`config.mk`:
```
export PLATFORM = sky130hd
export DESIGN_NAME = button_debounce_long_press_flat
export DESIGN_NICKNAME = d
export VERILOG_FILES = /design/src/design/bdlp_pkg.sv /design/src/design/bdlp_if.sv /design/src/design/button_debounce_long_press.sv /design/src/flat_wrapper.sv
export SDC_FILE = /design/constraint.sdc
export NUM_CORES = 1
export LEC_CHECK = 0
export ABC_CLOCK_PERIOD_IN_PS = 4100
export BUFFER_PORTS_ARGS = -buffer_cell sky130_fd_sc_hd__buf_4
export CAP_MARGIN = 5
export CORE_ASPECT_RATIO = 1.75
export CORE_MARGIN = 1
export CORE_UTILIZATION = 64
export CTS_BUF_LIST = sky130_fd_sc_hd__clkbuf_4
export CTS_CLUSTER_DIAMETER = 30
export DETAILED_ROUTE_END_ITERATION = 6
export PLACE_DENSITY = 0.82
export SYNTH_ARGS = -nofsm -noshare
export SYNTH_HDL_FRONTEND = slang
export SYNTH_SLANG_ARGS = --single-unit
```
`constraint.sdc`:
```
create_clock -name clk -period 4.1 [get_ports clk]
set_input_delay 0.615 -clock clk [delete_from_list [all_inputs] [get_ports clk]]
set_output_delay 0.615 -clock clk [all_outputs]
set_load 0.05 [all_outputs]
```
`src/design/bdlp_pkg.sv`:
```
// Package for the button debouncer with long-press detection.
// Holds the event codes, register indexes, reset values and field widths.
// No dependencies; every other design file uses it by scoped names.
package bdlp_pkg;

    localparam int NUM_PLAIN_BUTTONS_DEFAULT = 3;
    localparam int LEVEL_FIELDS = 3;

    localparam int DEBOUNCE_W = 8;
    localparam int HOLD_W = 16;
    localparam int EVENT_W = 3;
    localparam int CFG_INDEX_W = 1;
    localparam int CFG_DATA_W = 16;

    localparam logic [DEBOUNCE_W-1:0] DEBOUNCE_RESET = 8'd5;
    localparam logic [HOLD_W-1:0] LONG_PRESS_RESET = 16'd300;
    localparam logic [DEBOUNCE_W-1:0] COUNT_MAX = 8'hFF;

    typedef enum logic [CFG_INDEX_W-1:0] {
        REG_DEBOUNCE_TICKS = 1'b0,
        REG_LONG_PRESS_TICKS = 1'b1
    } cfg_reg_t;

    typedef enum logic [EVENT_W-1:0] {
        EV_NONE = 3'd0,
        EV_START = 3'd1,
        EV_STOP = 3'd2,
        EV_REVERSE = 3'd3,
        EV_RESET_SHORT = 3'd4,
        EV_RESET_LONG = 3'd5
    } event_t;

    typedef enum logic {
        MODE_POLL = 1'b0,
        MODE_FETCH = 1'b1
    } mode_t;

endpackage

```
`src/design/bdlp_if.sv`:
```
// Valid/ready channel interfaces for the button debouncer.
// Input items, result items and configuration writes; uses bdlp_pkg widths.
interface bdlp_item_if;
    logic valid;
    logic ready;
    logic mode;
    logic start_level;
    logic stop_level;
    logic reverse_level;
    logic reset_level;

    modport source (output valid, output mode, output start_level, output stop_level,
                    output reverse_level, output reset_level, input ready);
    modport sink (input valid, input mode, input start_level, input stop_level,
                  input reverse_level, input reset_level, output ready);
endinterface

interface bdlp_result_if;
    logic valid;
    logic ready;
    logic [bdlp_pkg::EVENT_W-1:0] event_code;

    modport source (output valid, output event_code, input ready);
    modport sink (input valid, input event_code, output ready);
endinterface

interface bdlp_cfg_if;
    logic valid;
    logic ready;
    logic [bdlp_pkg::CFG_INDEX_W-1:0] index;
    logic [bdlp_pkg::CFG_DATA_W-1:0] data;

    modport source (output valid, output index, output data, input ready);
    modport sink (input valid, input index, input data, output ready);
endinterface

```
`src/design/button_debounce_long_press.sv`:
```
// Button debouncer with press events and long-press detection on the reset button.
// Depends on bdlp_pkg and the channel interfaces in bdlp_if.sv.
//
// Usage: each beat on items is either a poll tick (mode 0) carrying the start,
// stop, reverse and reset levels, or a fetch (mode 1) that reads and clears the
// event latch. Every item gives exactly one beat on results: the latched event
// for a fetch, zero for a poll tick. The cfg channel writes debounce_ticks
// (index 0) and long_press_ticks (index 1); it is always ready. The user must
// write it only while the block is idle; the block itself does not enforce this.
// An accepted item passes through the input register, then the state update and
// result register, to its result beat. An item may be accepted every cycle while
// results does not stall; the state update itself is combinational.
// When results stalls, the result register holds its beat and the input
// register holds one more item; items then deasserts ready until results moves.
// Reset clears all counters and flags, empties the event latch and both
// stages, and restores debounce_ticks to 5 and long_press_ticks to 300.
module button_debounce_long_press #(
    parameter int NUM_PLAIN_BUTTONS = bdlp_pkg::NUM_PLAIN_BUTTONS_DEFAULT
) (
    input logic clk,
    input logic rst_n,
    bdlp_item_if.sink items,
    bdlp_result_if.source results,
    bdlp_cfg_if.sink cfg
);

    localparam int DW = bdlp_pkg::DEBOUNCE_W;
    localparam int HW = bdlp_pkg::HOLD_W;
    localparam int EW = bdlp_pkg::EVENT_W;
    localparam int LF = bdlp_pkg::LEVEL_FIELDS;

    logic [DW-1:0] debounce_reg;
    logic [HW-1:0] long_press_reg;

    logic s1_valid_reg;
    logic s1_mode_reg;
    logic [LF-1:0] s1_levels_reg;
    logic s1_reset_level_reg;

    logic out_valid_reg;
    logic [EW-1:0] out_code_reg;
    logic [EW-1:0] out_code_next;

    logic [NUM_PLAIN_BUTTONS-1:0] last_reg;
    logic [NUM_PLAIN_BUTTONS-1:0] last_next;
    logic [DW-1:0] count_reg [NUM_PLAIN_BUTTONS];
    logic [DW-1:0] count_next [NUM_PLAIN_BUTTONS];
    logic [NUM_PLAIN_BUTTONS-1:0] reported_reg;
    logic [NUM_PLAIN_BUTTONS-1:0] reported_next;

    logic rst_last_reg;
    logic rst_last_next;
    logic [DW-1:0] rst_count_reg;
    logic [DW-1:0] rst_count_next;
    logic [HW-1:0] hold_reg;
    logic [HW-1:0] hold_next;
    logic long_done_reg;
    logic long_done_next;
    logic [EW-1:0] latch_reg;
    logic [EW-1:0] latch_next;

    logic s2_free;
    logic s1_advance;
    logic [NUM_PLAIN_BUTTONS+LF-1:0] padded_levels;
    logic [NUM_PLAIN_BUTTONS-1:0] plain_levels;

    assign s2_free = !out_valid_reg || results.ready;
    assign s1_advance = s1_valid_reg && s2_free;
    assign items.ready = !s1_valid_reg || s2_free;
    assign cfg.ready = 1'b1;
    assign results.valid = out_valid_reg;
    assign results.event_code = out_code_reg;

    // Plain buttons without a level field read as released.
    assign padded_levels = {{NUM_PLAIN_BUTTONS{1'b0}}, s1_levels_reg};
    assign plain_levels = padded_levels[NUM_PLAIN_BUTTONS-1:0];

    always_ff @(posedge clk or negedge rst_n)
    begin
        if (!rst_n)
        begin
            debounce_reg <= bdlp_pkg::DEBOUNCE_RESET;
            long_press_reg <= bdlp_pkg::LONG_PRESS_RESET;
        end
        else if (cfg.valid)
        begin
            unique case (bdlp_pkg::cfg_reg_t'(cfg.index))
                bdlp_pkg::REG_DEBOUNCE_TICKS: debounce_reg <= cfg.data[DW-1:0];
                bdlp_pkg::REG_LONG_PRESS_TICKS: long_press_reg <= cfg.data[HW-1:0];
                default: ;
            endcase
        end
    end

    always_ff @(posedge clk)
    begin
        if (items.valid && items.ready)
        begin
            s1_mode_reg <= items.mode;
            s1_levels_reg <= {items.reverse_level, items.stop_level, items.start_level};
            s1_reset_level_reg <= items.reset_level;
        end
        if (s1_advance)
        begin
            out_code_reg <= out_code_next;
        end
    end

    always_ff @(posedge clk or negedge rst_n)
    begin
        if (!rst_n)
        begin
            s1_valid_reg <= 1'b0;
            out_valid_reg <= 1'b0;
        end
        else
        begin
            if (items.ready)
            begin
                s1_valid_reg <= items.valid;
            end
            if (s2_free)
            begin
                out_valid_reg <= s1_valid_reg;
            end
        end
    end

    always_comb
    begin
        last_next = last_reg;
        count_next = count_reg;
        reported_next = reported_reg;
        rst_last_next = rst_last_reg;
        rst_count_next = rst_count_reg;
        hold_next = hold_reg;
        long_done_next = long_done_reg;
        latch_next = latch_reg;
        out_code_next = bdlp_pkg::EV_NONE;

        if (s1_mode_reg == bdlp_pkg::MODE_FETCH)
        begin
            out_code_next = latch_reg;
            latch_next = bdlp_pkg::EV_NONE;
        end
        else
        begin
            // Buttons are visited in order so the last event written wins.
            for (int i = 0; i < NUM_PLAIN_BUTTONS; i++)
            begin
                if (plain_levels[i] != last_reg[i])
                begin
                    count_next[i] = '0;
                    last_next[i] = plain_levels[i];
                end
                else if (plain_levels[i])
                begin
                    if (count_reg[i] != bdlp_pkg::COUNT_MAX)
                    begin
                        count_next[i] = count_reg[i] + 1'b1;
                    end
                    if (count_next[i] >= debounce_reg && !reported_reg[i])
                    begin
                        reported_next[i] = 1'b1;
                        latch_next = EW'(i + 1);
                    end
                end
                else
                begin
                    count_next[i] = '0;
                    reported_next[i] = 1'b0;
                end
            end

            if (s1_reset_level_reg)
            begin
                if (!rst_last_reg)
                begin
                    rst_count_next = '0;
                    rst_last_next = 1'b1;
                    hold_next = '0;
                    long_done_next = 1'b0;
                end
                else
                begin
                    if (rst_count_reg < debounce_reg)
                    begin
                        rst_count_next = rst_count_reg + 1'b1;
                    end
                    if (rst_count_next >= debounce_reg)
                    begin
                        if (hold_reg < long_press_reg)
                        begin
                            hold_next = hold_reg + 1'b1;
                        end
                        if (hold_next >= long_press_reg && !long_done_reg)
                        begin
                            latch_next = bdlp_pkg::EV_RESET_LONG;
                            long_done_next = 1'b1;
                        end
                    end
                end
            end
            else
            begin
                if (rst_last_reg && !long_done_reg)
                begin
                    latch_next = bdlp_pkg::EV_RESET_SHORT;
                end
                rst_count_next = '0;
                rst_last_next = 1'b0;
                hold_next = '0;
                long_done_next = 1'b0;
            end
        end
    end

    always_ff @(posedge clk or negedge rst_n)
    begin
        if (!rst_n)
        begin
            last_reg <= '0;
            reported_reg <= '0;
            for (int i = 0; i < NUM_PLAIN_BUTTONS; i++)
            begin
                count_reg[i] <= '0;
            end
            rst_last_reg <= 1'b0;
            rst_count_reg <= '0;
            hold_reg <= '0;
            long_done_reg <= 1'b0;
            latch_reg <= bdlp_pkg::EV_NONE;
        end
        else if (s1_advance)
        begin
            last_reg <= last_next;
            reported_reg <= reported_next;
            count_reg <= count_next;
            rst_last_reg <= rst_last_next;
            rst_count_reg <= rst_count_next;
            hold_reg <= hold_next;
            long_done_reg <= long_done_next;
            latch_reg <= latch_next;
        end
    end

endmodule

```
`src/flat_wrapper.sv`:
```
// flat-port wrapper written by rule: the top's interface ports become plain ports
module button_debounce_long_press_flat 
#(
    parameter int NUM_PLAIN_BUTTONS = bdlp_pkg::NUM_PLAIN_BUTTONS_DEFAULT
)
  (clk, rst_n, items_valid, items_mode, items_start_level, items_stop_level, items_reverse_level, items_reset_level, items_ready, results_valid, results_event_code, results_ready, cfg_valid, cfg_index, cfg_data, cfg_ready);
  bdlp_item_if items_i ();
  bdlp_result_if results_i ();
  bdlp_cfg_if cfg_i ();
  input logic clk;
  input logic rst_n;
  input wire logic [$bits(items_i.valid)-1:0] items_valid;
  input wire logic [$bits(items_i.mode)-1:0] items_mode;
  input wire logic [$bits(items_i.start_level)-1:0] items_start_level;
  input wire logic [$bits(items_i.stop_level)-1:0] items_stop_level;
  input wire logic [$bits(items_i.reverse_level)-1:0] items_reverse_level;
  input wire logic [$bits(items_i.reset_level)-1:0] items_reset_level;
  output wire logic [$bits(items_i.ready)-1:0] items_ready;
  output wire logic [$bits(results_i.valid)-1:0] results_valid;
  output wire logic [$bits(results_i.event_code)-1:0] results_event_code;
  input wire logic [$bits(results_i.ready)-1:0] results_ready;
  input wire logic [$bits(cfg_i.valid)-1:0] cfg_valid;
  input wire logic [$bits(cfg_i.index)-1:0] cfg_index;
  input wire logic [$bits(cfg_i.data)-1:0] cfg_data;
  output wire logic [$bits(cfg_i.ready)-1:0] cfg_ready;
  assign items_i.valid = items_valid;
  assign items_i.mode = items_mode;
  assign items_i.start_level = items_start_level;
  assign items_i.stop_level = items_stop_level;
  assign items_i.reverse_level = items_reverse_level;
  assign items_i.reset_level = items_reset_level;
  assign items_ready = items_i.ready;
  assign results_valid = results_i.valid;
  assign results_event_code = results_i.event_code;
  assign results_i.ready = results_ready;
  assign cfg_i.valid = cfg_valid;
  assign cfg_i.index = cfg_index;
  assign cfg_i.data = cfg_data;
  assign cfg_ready = cfg_i.ready;
  button_debounce_long_press #(.NUM_PLAIN_BUTTONS(NUM_PLAIN_BUTTONS)) u_core (.clk(clk), .rst_n(rst_n), .items(items_i), .results(results_i), .cfg(cfg_i));
endmodule
```
==> After elaboration in Yosys (flattened, before gate mapping) <==
Cells that the tools add are included.
{ "word_totals": {"ff_bits": 93, "latchBits": 0, "mem_bits_rw": 0, "mem_bits_ro": 0, "input_bits": 27, "out_inout_bits": 6, "elab_cells": 134, "memories": 0} }
{ "op_classes": {"n_addsub": 5, "mul": 0, "div": 0, "order_cmp": 7, "eq_ne": 11, "shift": 0, "n_mux": 58, "bitwise": 5, "reduce_logical": 26} }
{ "op_table": {"columns": ["cell", "count"], "rows": [
  ["8-bit two-way mux", 24],
  ["16-bit two-way mux", 8],
  ["3-bit two-way mux", 15],
  ["8-bit by 1-bit adder with 8-bit output (second input constant)", 4],
  ["8-bit >= comparator", 4],
  ["8-bit != test (second input constant)", 3],
  ["16-bit by 1-bit adder with 16-bit output (second input constant)", 1],
  ["16-bit >= comparator", 1],
  ["16-bit less-than comparator", 1],
  ["4-bit AND reduction", 4],
  ["3-bit AND reduction", 4],
  ["1-bit two-way mux", 11],
  ["8-bit less-than comparator", 1],
  ["1-bit logical AND", 7],
  ["1-bit logical NOT", 6],
  ["2-bit != test (second input constant)", 3],
  ["3-bit != test (second input constant)", 2],
  ["2-bit AND reduction", 3],
  ["1-bit inverter", 5],
  ["1-bit != test", 3],
  ["1-bit logical OR", 2]
]} }

==> Depth between registers and ports, before layout <==
Gate-level depths: netlist of the first run.
{ "logic_depth": {"word_depth": 21, "mapped_depth": 17, "ltp_nobuf": 15} }

==> Least setup slack after synthesis of the first run <==
OpenSTA, ideal clock, no wires.
{ "synth_path": {"path_kind": "reg2reg", "startpoint": "reg u_core.long_press_reg[5]", "endpoint": "reg u_core.latch_reg[1]", "setup_time_ps": 122, "arrival_ps": 3503, "required_ps": 3978, "setup_slack_ps": 476, "path_stages_with_launch": 17, "path_buffers": 1, "period_less_slack_ps": 3624, "cell_sequence": "dfstp_2 -> inv_1 -> ha_1 -> a21oi_1 -> o21ai_0 -> a22oi_1 -> o21a_1 -> clkbuf_1 -> nand2_1 -> xnor2_1 -> ha_1 -> and4_1 -> nand2_1 -> a211o_1 -> a311oi_1 -> nor3_1 -> a32o_1"} }
{ "synth_via": {"elab_chain_cells": 13} }
{ "synth_rtl": {"columns": ["item", "line", "text"], "rows": [
  ["start: declaration", "button_debounce_long_press.sv:33", "logic [HW-1:0] long_press_reg;"],
  ["start signal: assignment", "button_debounce_long_press.sv:83", "long_press_reg <= bdlp_pkg::LONG_PRESS_RESET;"],
  ["start signal: assignment", "button_debounce_long_press.sv:89", "bdlp_pkg::REG_LONG_PRESS_TICKS: long_press_reg <= cfg.data[HW-1:0];"],
  ["16-bit less-than comparator", "button_debounce_long_press.sv:192", "if (hold_reg < long_press_reg)"],
  ["16-bit two-way mux", "button_debounce_long_press.sv:192", null],
  ["16-bit two-way mux", "button_debounce_long_press.sv:190", "if (rst_count_next >= debounce_reg)"],
  ["16-bit two-way mux", "button_debounce_long_press.sv:177", "if (!rst_last_reg)"],
  ["16-bit two-way mux", "button_debounce_long_press.sv:175", "if (s1_reset_level_reg)"],
  ["16-bit two-way mux", "button_debounce_long_press.sv:141", "if (s1_mode_reg == bdlp_pkg::MODE_FETCH)"],
  ["16-bit >= comparator (*)", "button_debounce_long_press.sv:196", "if (hold_next >= long_press_reg && !long_done_reg)"],
  ["1-bit logical AND (*)", "button_debounce_long_press.sv:196", null],
  ["3-bit two-way mux (*)", "button_debounce_long_press.sv:196", null],
  ["3-bit two-way mux (*)", "button_debounce_long_press.sv:190", null],
  ["3-bit two-way mux (*)", "button_debounce_long_press.sv:177", null],
  ["3-bit two-way mux (*)", "button_debounce_long_press.sv:175", null],
  ["3-bit two-way mux (*)", "button_debounce_long_press.sv:141", null],
  ["end signal: assignment", "button_debounce_long_press.sv:232", "latch_reg <= bdlp_pkg::EV_NONE;"],
  ["end signal: assignment", "button_debounce_long_press.sv:243", "latch_reg <= latch_next;"],
  ["end: declaration", "button_debounce_long_press.sv:59", "logic [EW-1:0] latch_reg;"]
]} }
Mark *: on every way between the ends. The rest lies on a longest branch, timed or not. The select of a mux whose other input is x is not followed.
A chain may end at the register's enable or synchronous reset.

==> Worst setup path in the final report of the first run <==
{ "layout_path": {"startpoint": "reg u_core.long_press_reg[8]", "endpoint": "reg u_core.latch_reg[1]"} }
Same word-level chain as after synthesis.

==> results of run 1 <==
how the worst max path moves through the flow:
stage                                              start                              end  slack (ns)
floorplan           u_core.long_press_reg[5]$_DFFE_PN1P_  u_core.latch_reg[1]$_DFFE_PN0P_        0.48
global placement    u_core.long_press_reg[5]$_DFFE_PN1P_  u_core.latch_reg[1]$_DFFE_PN0P_        0.05
detailed placement  u_core.long_press_reg[5]$_DFFE_PN1P_  u_core.latch_reg[1]$_DFFE_PN0P_       -0.04
CTS                 u_core.long_press_reg[5]$_DFFE_PN1P_  u_core.latch_reg[1]$_DFFE_PN0P_        0.04
global route        u_core.long_press_reg[8]$_DFFE_PN1P_  u_core.latch_reg[1]$_DFFE_PN0P_       -0.05
finish              u_core.long_press_reg[8]$_DFFE_PN1P_  u_core.latch_reg[1]$_DFFE_PN0P_        0.14
cells by family after synthesis:
family / count (synthesis) / share of synthesized area, %
other: 1 / 0.0571
XOR/XNOR: 30 / 4.00
multiplexers: 25 / 4.21
flip-flops: 93 / 36.1
adder cells (fa/ha/maj): 75 / 14.3
buffers and inverters: 57 / 3.39
AND/OR/NAND/NOR: 250 / 18.5
AO/OA/AOI/OAI: 190 / 19.4
layer usage:
metal	track usage [%]	part of all wire [%]	vias up
met5	0	0	-
met4	22.6	5.9	0
met3	4.43	3.8	65
met2	63.3	56	188
met1	32.5	35	2816
li1	-	-	2736
timing repair:
| item | in CTS | in global routing |
|---|---|---|
| gates resized for setup | 1 | 12 |
| pin swaps | 0 | 3 |
| cloned | 0 | 0 |
| buffers inserted | 0 | 4 |
| setup endpoints to repair | 1 | 18 |
power breakdown:
part	leakage, nW	switching [mW]	internal [mW]
registers	1.18	0.114	1.03
clock network	0.0875	0.310	0.268
logic	2.16	0.441	0.331
synth_stat cells, types with 3 or more instances:
cell / instances / area, um^2
mux2i_1: 4 / 40.0
nand2b_1: 10 / 62.6
buf_2: 4 / 20.0
nor3b_1: 3 / 22.5
xor2_1: 8 / 70.1
inv_1: 35 / 131
nor3_1: 9 / 45.0
dfrtp_1: 79 / 1980
and3_1: 12 / 75.1
xnor2_1: 22 / 193
a21oi_1: 37 / 185
ha_1: 75 / 938
nor2b_1: 7 / 43.8
o21ai_0: 40 / 200
o21a_1: 13 / 97.6
nand3_1: 33 / 165
o211ai_1: 11 / 82.6
edfxtp_1: 8 / 240
nor2_1: 47 / 176
clkbuf_1: 15 / 56.3
nand4_1: 10 / 62.6
a22o_1: 11 / 96.3
mux2_2: 21 / 236
nand2_1: 84 / 315
and2_1: 13 / 81.3
o31ai_1: 6 / 45.0
a31oi_1: 22 / 138
a21o_1: 7 / 52.6
nor4_1: 4 / 25.0
a211oi_1: 6 / 45.0
and4_1: 4 / 35.0
dfstp_2: 6 / 158
worst reg2reg max path, stage by stage (launching register included):
cell and delay (ns):
dfstp_2 0.56, inv_1 0.06, ha_1 0.27, nand2_1 0.08, nor4_4 0.35, o211ai_1 0.22
o2111a_2 0.37, nand2_1 0.10, xnor2_1 0.06, ha_1 0.29, and4_1 0.28, nand2_1 0.10
a211o_1 0.32, a311oi_1 0.31, buf_4 0.18, nor3_1 0.05, a32o_1 0.25
cell type report:
type | count | area (um^2)
sequential | 93 | 2370
clock inverter | 4 | 72.6
timing repair buffer | 56 | 420
inverter | 35 | 131
antenna | 1 | 2.50
clock buffer | 12 | 90.1
multi-input combinational | 571 | 4010
fill | 771 | 2650
tap | 125 | 156
through the flow:
stage          std cells  area, um^2
2_1_floorplan        721        6570
3_3_place_gp         876        7030
3_5_place_dp         876        7030
4_1_cts              892        7190
5_1_grt              897        7260
6_report             897        7260
==> impl_metrics.ini, run 1 <==
[outcome]
status = finished clean

[detailed_routing]
viasPerCell = 6.47
antenna_left = 0
drc = 0
first_iter_violations = 242
drt_pass1_iterations = 7
wl_per_cell_um = 18.8
wl_um = 16800
vias = 5805

[cts]
clock_latency_ns = 0.45
numCtsBuffers = 9
clock-root-buffer = clkbuf_4
cts_buffer_depth = 2
clock_sinks = 93
cts_hold_buffers = 0
clk_pin_slew_ns = 0.14
tritoncts = yes
htree_levels = 3

[floorplanning]
io_pins = 33
placeableCoreArea_um2 = 9910
fp.dieH_um = 136
core.rowCount = 48
dieArea_um2 = 10700
die-width_um = 78.6
initial_core_util_pct = 66.3

[placement]
place.gp.congestion = 0.968
dpl.hpwl_um = 12900
io_buffers = 31
post-place-ws_ns = -0.0445

[critical_path]
r2r_start = u_core.long_press_reg[8]$_DFFE_PN1P_
critPathSlowestCell = dfstp_2
reg2reg_to = u_core.latch_reg[1]$_DFFE_PN0P_
crit_buf_inv = 2
cp_top_family = compound AO/OA/AOI/OAI gates
cp.arrival_ns = 4.31
crit_path_end_kind = flip-flop
cp.required_ns = 4.45
path_depth = 16
start_kind = flip-flop
worstPathMaxFanout = 6
r2r_slack_ns = 0.14
path_cells = inv_1, ha_1, nand2_1, nor4_4, o211ai_1, o2111a_2, nand2_1, xnor2_1, ha_1, and4_1, nand2_1, a211o_1, a311oi_1, buf_4, nor3_1, a32o_1
crit_top_cell = nand2_1
cp_slowest_stage_delay_ns = 0.56
crit_type = flip-flop to flip-flop
reg2reg_depth = 16

[cells_and_area]
final_cell_mix = nand2_1 (84), dfrtp_1 (79), ha_1 (75)
drive_gt1_share_pct = 15.4
syn2layout_area_growth_pct = 10.5
post-route-util_pct = 73.3
mostFrequentLayoutCell = nand2_1
largest_reg_flops = 24
final_nets = 868

[sta]
setup-tns-final_ns = 0
period_share_pct = 96.5
period_minus_slack_ns = 3.96
worstMarginPinSlew_ns = 1.08
whs_ns = 0.333
hold_violations = 0
max_freq_mhz = 253
final.setup.worst_slack_ns = 0.144
slew_headroom_pct = 27.8
finalMaxSlewViolations = 0
finalSetupViolations = 0
skew_ns = 0.0114

[synthesis]
yosysSeqAreaShare_pct = 36.1
synth_cells = 721
ys.warnings.count = 0
synth_area_um2 = 6570
synth_edf_count = 8
ys_seq_elements = 93
yosysUniqueCellTypes = 72
synthFlopType = dfrtp_1
synth_nets = 823
syn_area_per_cell_um2 = 9.11
async_flop_share_pct = 91.4

[power]
leakagePower_nw = 3.42
max-vdd-ir-drop_v = 0.000247
power.total_mw = 2.50
powerDensity_nw_per_um2 = 344

[global_route]
antenna_found_initial = 1
grt_first_pass_wirelength_um = 27400
track_usage_pct = 33.3
gr-total-overflow = 0
grt_max_degree = 86
grt_pass1_vias = 5960

[hold_path]
min_to = u_core.s1_mode_reg$_DFFE_PP_
hold_path.startpoint = items_mode
hp-class = input port to flip-flop
min_path_cells = 1

[run]
drv_cap = 0
No activity file was read; power rests on OpenSTA's default activity.
==> run 2: changes to the inputs <==
--- a/config.mk
+++ b/config.mk
@@ -14,6 +14,7 @@
 export CTS_BUF_LIST = sky130_fd_sc_hd__clkbuf_4
 export CTS_CLUSTER_DIAMETER = 30
 export DETAILED_ROUTE_END_ITERATION = 6
+export GPL_TIMING_DRIVEN = 0
 export PLACE_DENSITY = 0.82
 export SYNTH_ARGS = -nofsm -noshare
 export SYNTH_HDL_FRONTEND = slang
==> run 2 against run 1 <==
Setup slack better by 0.0054 ns. Clock power is 21% lower. Die area unchanged. Largest power group unchanged. Clock-buffer cell count fell by 3. Maximum frequency increased by 0.14%. Global-route usage rose by 1.0 points. Critical path type unchanged. First-iteration DRC count is 22% higher. Final cell count grew 0.33%.
==> impl_metrics.ini, run 2 (same netlist as run 1, synthesis figures left out) <==
[outcome]
status = finished clean

[critical_path]
cp_top_family = compound AO/OA/AOI/OAI gates
start_kind = flip-flop
cp.required_ns = 4.48
cp.arrival_ns = 4.33
path_cells = inv_1, ha_1, a21oi_1, o21ai_1, a22oi_2, buf_4, o2111a_2, nand2_1, xnor2_1, ha_1, and4_4, nand2_1, a211o_4, a311oi_4, nor3_1, a32o_1
critPathSlowestCell = dfstp_2
crit_buf_inv = 2
cp_slowest_stage_delay_ns = 0.56
worstPathMaxFanout = 6
crit_path_end_kind = flip-flop
crit_type = flip-flop to flip-flop

[detailed_routing]
vias = 5840
drt_pass1_iterations = 7
drc = 0
wl_um = 17500
wl_per_cell_um = 19.4
first_iter_violations = 296
viasPerCell = 6.49
antenna_left = 0

[cells_and_area]
stdcell_area_um2 = 7260
largest_reg_flops = 24
mostFrequentLayoutCell = nand2_1
final_cells = 900
syn2layout_area_growth_pct = 10.5
ff_latch_area_um2 = 2380
final_cell_mix = nand2_1 (84), dfrtp_1 (78), ha_1 (75)
drive_gt1_share_pct = 15.6
num-fill-cells = 786
post-route-util_pct = 73.3
multi_input_area_um2 = 4100
final_nets = 871

[placement]
dpl.hpwl_um = 13300
post-place-ws_ns = -0.452
placed_cells = 877
place.gp.congestion = 0.969
io_buffers = 31
placed_cell_area_um2 = 6960

[power]
powerDensity_nw_per_um2 = 327
max-vdd-ir-drop_v = 0.000256
leakagePower_nw = 3.38
power.total_mw = 2.37

[global_route]
grt_pass1_vias = 5869
grt_first_pass_wirelength_um = 27900
track_usage_pct = 34.3
gr-total-overflow = 0
grt_max_degree = 86
antenna_found_initial = 1

[run]
drv_cap = 0

[cts]
htree_levels = 3
clk_pin_slew_ns = 0.15
clock-root-buffer = clkbuf_4
clock_sinks = 93
clock_latency_ns = 0.48
cts_hold_buffers = 0
tritoncts = yes
numCtsBuffers = 9
cts_buffer_depth = 2

[sta]
setup-tns-final_ns = 0
max_freq_mhz = 253
worstMarginPinSlew_ns = 1.10
final.setup.worst_slack_ns = 0.150
skew_ns = 0.0215
period_minus_slack_ns = 3.95
period_share_pct = 96.3
finalSetupViolations = 0
hold_violations = 0
finalMaxSlewViolations = 0
slew_headroom_pct = 26.4
whs_ns = 0.305

[hold_path]
hp-class = input port to flip-flop

[floorplanning]
initial_core_util_pct = 66.3
dieArea_um2 = 10700
die-width_um = 78.6
fp.dieH_um = 136
core.rowCount = 48
placeableCoreArea_um2 = 9910
io_pins = 33
run 2: changes by cell type in the layout (fill, tap and decap cells not counted), sizes merged:
cell / previous run / this run
bufinv: 2 / 0
buf: 56 / 42
clkbuf: 12 / 26
clkinv: 1 / 6
run 2: power by group:
group | internal, mW | switching, mW
combinational | 0.314 | 0.455
sequential | 1.03 | 0.115
clock | 0.121 | 0.335
total | 1.47 | 0.906
run 2: what timing repair did:
item                       in CTS  in global routing
resized for setup              17                 24
setup buffers                   0                  6
setup endpoints to repair      20                 17
pin swaps                       0                  5
run 2: area by class of cell:
cell class | instances | area share [%]
multi-input combinational | 571 | 56.4
sequential | 93 | 32.7
timing repair buffer | 37 | 3.83
tap | 125 | 2.15
inverter | 35 | 1.81
buffer | 22 | 1.50
clock buffer | 9 | 0.931
clock inverter | 7 | 0.586
antenna | 1 | 0.0345
run 2: final timing paths:
kind                                                       start  cells past startpoint  slack, ns                                     to
min in group asynchronous                                  rst_n                      1       0.31        u_core.count_reg[3]$_DFFE_PN0P_
setup / recovery            u_core.long_press_reg[5]$_DFFE_PN1P_                     16       0.15        u_core.latch_reg[1]$_DFFE_PN0P_
max in group asynchronous                                  rst_n                      1       3.00        u_core.hold_reg[13]$_DFFE_PN0P_
hold reg to reg            u_core.long_press_reg[12]$_DFFE_PN0P_                      1       0.53  u_core.long_press_reg[12]$_DFFE_PN0P_
hold / removal                                 items_start_level                      1       0.30       u_core.plain_levels[0]$_DFFE_PP_
setup reg to reg            u_core.long_press_reg[5]$_DFFE_PN1P_                     16       0.15        u_core.latch_reg[1]$_DFFE_PN0P_
run 2: worst reg2reg max path, stage by stage (launching register included):
cell	delay (ns)
dfstp_2	0.56
inv_1	0.06
ha_1	0.30
a21oi_1	0.14
o21ai_1	0.16
a22oi_2	0.26
buf_4	0.16
o2111a_2	0.29
nand2_1	0.11
xnor2_1	0.15
ha_1	0.29
and4_4	0.27
nand2_1	0.12
a211o_4	0.33
a311oi_4	0.28
nor3_1	0.09
a32o_1	0.27
run 2: routing by layer:
metal | routed length (um) | track usage (%) | share of wire, % | vias to the layer above
li1 | - | - | - | 2741
met1 | 6190 | 34.2 | 35 | 2819
met2 | 9290 | 62.6 | 53 | 203
met3 | 674 | 4.77 | 3.9 | 77
met4 | 1350 | 27.0 | 7.7 | 0
met5 | 0 | 0 | 0 | -
